<file path="src/hdl/som_best_matching_unit_core_assert.svh">
// Assertion helpers for the best matching unit core.
`ifndef SOM_BEST_MATCHING_UNIT_CORE_ASSERT_SVH
`define SOM_BEST_MATCHING_UNIT_CORE_ASSERT_SVH

`ifndef SYNTH

`define SOM_BMU_ASSERT(label, clk, rst_n, prop, msg) \
  label: assert property (@(posedge clk) disable iff (!(rst_n)) (prop)) else $error(msg);

`define SOM_BMU_ASSERT_NEVER(label, clk, rst_n, cond, msg) \
  `SOM_BMU_ASSERT(label, clk, rst_n, !(cond), msg)

`else

`define SOM_BMU_ASSERT(label, clk, rst_n, prop, msg)

`define SOM_BMU_ASSERT_NEVER(label, clk, rst_n, cond, msg)

`endif

`endif

</file>
<file path="src/hdl/som_bmu_ram.sv">
`timescale 1ns / 1ps

module som_bmu_ram #(
  parameter int Width = 64,
  parameter int Depth = 64
) (
  input  logic                     clk_i,
  input  logic                     we_i,
  input  logic [$clog2(Depth)-1:0] waddr_i,
  input  logic [Width-1:0]         wdata_i,
  input  logic                     re_i,
  input  logic [$clog2(Depth)-1:0] raddr_i,
  output logic [Width-1:0]         rdata_o
);

  logic [Width-1:0] mem_q [Depth];
  logic [Width-1:0] rdata_q;

  always_ff @(posedge clk_i) begin
    if (we_i) begin
      mem_q[waddr_i] <= wdata_i;
    end
    if (re_i) begin
      rdata_q <= mem_q[raddr_i];
    end
  end

  assign rdata_o = rdata_q;

endmodule

</file>
<file path="config.mk">
export PLATFORM = sky130hd
export DESIGN_NAME = som_bmu_ram
export DESIGN_NICKNAME = d
export VERILOG_FILES = /design/src/hdl/som_best_matching_unit_core_assert.svh /design/src/hdl/som_bmu_ram.sv
export SDC_FILE = /design/constraint.sdc
export NUM_CORES = 2
export LEC_CHECK = 0
export ABC_AREA = 0
export BUFFER_PORTS_ARGS = -buffer_cell sky130_fd_sc_hd__buf_2
export CORE_ASPECT_RATIO = 1.25
export CORE_MARGIN = 2
export CORE_UTILIZATION = 50
export CTS_BUF_LIST = sky130_fd_sc_hd__clkbuf_8
export CTS_CLUSTER_SIZE = 16
export DETAILED_ROUTE_END_ITERATION = 6
export PLACE_DENSITY_LB_ADDON = 0.15
export RECOVER_POWER = 25
export SETUP_SLACK_MARGIN = 0.1
export SYNTH_ARGS = -nofsm -noshare
export SYNTH_HDL_FRONTEND = slang
export SYNTH_SLANG_ARGS = --single-unit
</file>
<file path="constraint.sdc">
create_clock -name clk_i -period 10.8 [get_ports clk_i]
set_input_delay 0.54 -clock clk_i [delete_from_list [all_inputs] [get_ports clk_i]]
set_output_delay 0.54 -clock clk_i [all_outputs]
set_load 0.01 [all_outputs]
</file>
==> impl_metrics.csv <==
group,metric,value,unit
critical_path,rrSetupSlack,8390,ps
clock_network,htreeDepth,6,
critical_path,cp-end-kind,"register",
sta,drv_slew,3120,
critical_path,crit_path_end,"rdata_o[23]",
power,vdd_ir_drop_max,0.000138,V
floorplanning,die_h,630,µm
sta,finClkSkew,86.5,ps
sta,setup_viol_count_final,0,
global_route,grt_max_degree,132,
cells_and_area,drive_above_1_share,0.282,
critical_path,critPathRequiredTime,11550,ps
sta,worst_hold_slack,147,ps
yosys,syn_inst,6598,
cells_and_area,syn_to_final_growth,11.1,%
global_route,grt_antenna_before_repair,46,
sta,period_needed,3770,ps
sta,fin_tns_setup,0,ps
place,io_buffers,142,
power,power.total,31.2,mW
cells_and_area,final_cell_mix,"edfxtp_1, mux4_2, clkbuf_8, inv_1, buf_4",
power,leakage,54.5,nW
yosys,syn_area_per_cell,23.8,µm²
critical_path,criticalPathCategory,"in2reg",
route,drt_first_pass_iters,6,
sta,slew_headroom,-0.742,
critical_path,critPathMaxFanout,131,
clock_network,cts_made_buffers,626,
global_route,grt_usage,0.284,
yosys,mappedNetlistNets,6677,
global_route,overflow,0,
clock_network,cts_resized,0,
sta,tightest_slew,2610,ps
floorplanning,io-pin-count,143,
power,power_density,179,nW/µm²
clock_network,cts_num_sinks,4160,
sta,min_period_over_period,0.349,
route,detail-route-antenna-nets,0,
yosys,synth_top_area_frac,0.796,
run,maxCapViolCount,48,
place,dp_cells,10800,
clock_network,clkTransAtPathRegs,70,ps
clock_network,cts_root_buf,"clkbuf_8",
sta,rsz0062_at_grt,"false",
run_status,violations,"max-capacitance violations, max-slew violations",
critical_path,r2r_cells,5,
floorplanning,placementRows,230,
route,via_per_inst,6.54,
route,wl_per_cell,38.2,µm
floorplanning,die-area,319000,µm²
yosys,ys_types,32,
floorplanning,die_w,505,µm
place,gp_congestion,0.794,
sta,fmax,0.265,GHz
yosys,synth_warnings,0,
route,drc,0,
worst_hold_path,hold_class,"in2reg",
cells_and_area,layout_commonest_cell,"edfxtp_1",
critical_path,cp-start-kind,"primary input",
yosys,ys_seq_area_frac,0.796,
critical_path,crit_arrival,4520,ps
run_status,outcome,"finished, violations left",
sta,hold_viol_final,0,
yosys,synth_area_leaders,"edfxtp_1, mux4_2, mux2i_1",
floorplanning,design.core.area,313000,µm²
cells_and_area,final_nets,7287,
global_route,first_global_vias,78500,
cells_and_area,fin_cells,11900,
cells_and_area,fin_util,0.557,
route,wirelength,454,mm
clock_network,insertion_delay,1100,ps
place,place_hpwl,232,mm
route,drtIter0Drc,10400,
route,num_vias,77600,
floorplanning,start_util,0.501,
critical_path,rr_startpoint,"mem_q[11][48]",
yosys,ys_ff_latch,4160,
yosys,synth_top_area_cell,"edfxtp_1",
clock_network,cts_buffer_depth,4,
critical_path,r2r-end,"rdata_o[48]",
global_route,grt_pass1_wl,624,mm
clock_network,cts_tree,"yes",
yosys,synth.cell_area,157000,µm²
critical_path,crit_path_start,"raddr_i[1]",
[power breakdown]
| group | internal (mW) | total, mW | switching (mW) |
|---|---|---|---|
| Clock | 5.78 | 11.7 | 5.96 |
| Sequential | 17.9 | 18.0 | 0.0579 |
| Combinational | 0.533 | 1.47 | 0.941 |
[Yosys cell counts]
cell       count
a211oi_1      63
a22o_1        88
a22oi_1      168
a2bb2oi_1     19
a31o_1         1
a31oi_1       18
a41oi_1       26
and2_1         3
and3_1        64
buf_1         20
buf_2        170
buf_4         34
buf_6          6
clkbuf_1     140
edfxtp_1    4160
inv_1         19
mux2i_1      135
mux4_2      1024
nand2_1       58
nand2b_1      11
nand3_1       45
nand3b_1       2
nand4_1        2
nand4b_1       1
nor2_1       112
nor2b_1       28
nor3_1         2
o221ai_1      38
o22ai_1       83
or2_2         28
or3_1         29
or3b_2         1
[worst min-delay path by stage]
stage,startpoint,to,slack [ps],depth (start not counted)
detailed placement,mem_q[46][42],rdata_o[42],910,4
global route,waddr_i[1],mem_q[51][9],120,3
floorplan,wdata_i[0],mem_q[0][0],640,0
CTS,waddr_i[1],mem_q[51][9],40,3
global placement,mem_q[55][62],rdata_o[62],900,4
finish,waddr_i[1],mem_q[51][9],150,3
[state kept, by name, indices dropped and copies added, names as in the netlist]
signal / count
mem_q: 4096
rdata_o: 64
[critical path, stage by stage]
cell and delay (ps):
buf_8 600, buf_4 620, buf_12 660, nand2_2 930
a2bb2oi_1 350, a31oi_1 400, a211oi_1 80
[through the flow]
step                      instance area [µm²]  worst slack (ps)
after floorplan                        157000              4820
after global placement                 163000              5900
after detailed placement               163000              5960
after CTS                              174000              7130
after global routing                   174000              6970
final                                  174000              7030
[kinds of logic after synthesis]
kind of cell,Yosys count,synth area share
simple gates,386,0.0123
flops,4160,0.796
compound gates,504,0.0247
mux,1159,0.156
buf+inv,389,0.0118
[cell type report]
class	instances	area [µm²]
inverters	19	71.3
flip-flops and latches	4160	125000
clock buffers	644	8860
diodes	20	50.0
fillers	23400	139000
clock inverters	444	2150
well taps	4176	5230
repair buffers	352	2390
multi-input cells	2049	30800
[what timing repair did]
action / in CTS / in global routing
setup buffers: 0 / 0
hold buffers: 1 / 0
endpoints found under the hold margin: 7 / 0
[routing by layer]
metal	GRT usage	vias to the layer above	share of wire
met5	0	-	0.00020
met4	0.0880	10	0.032
met3	0.0498	821	0.090
met2	0.468	4162	0.50
met1	0.389	42700	0.38
li1	-	29800	-
No activity file was read; power rests on OpenSTA's default activity.
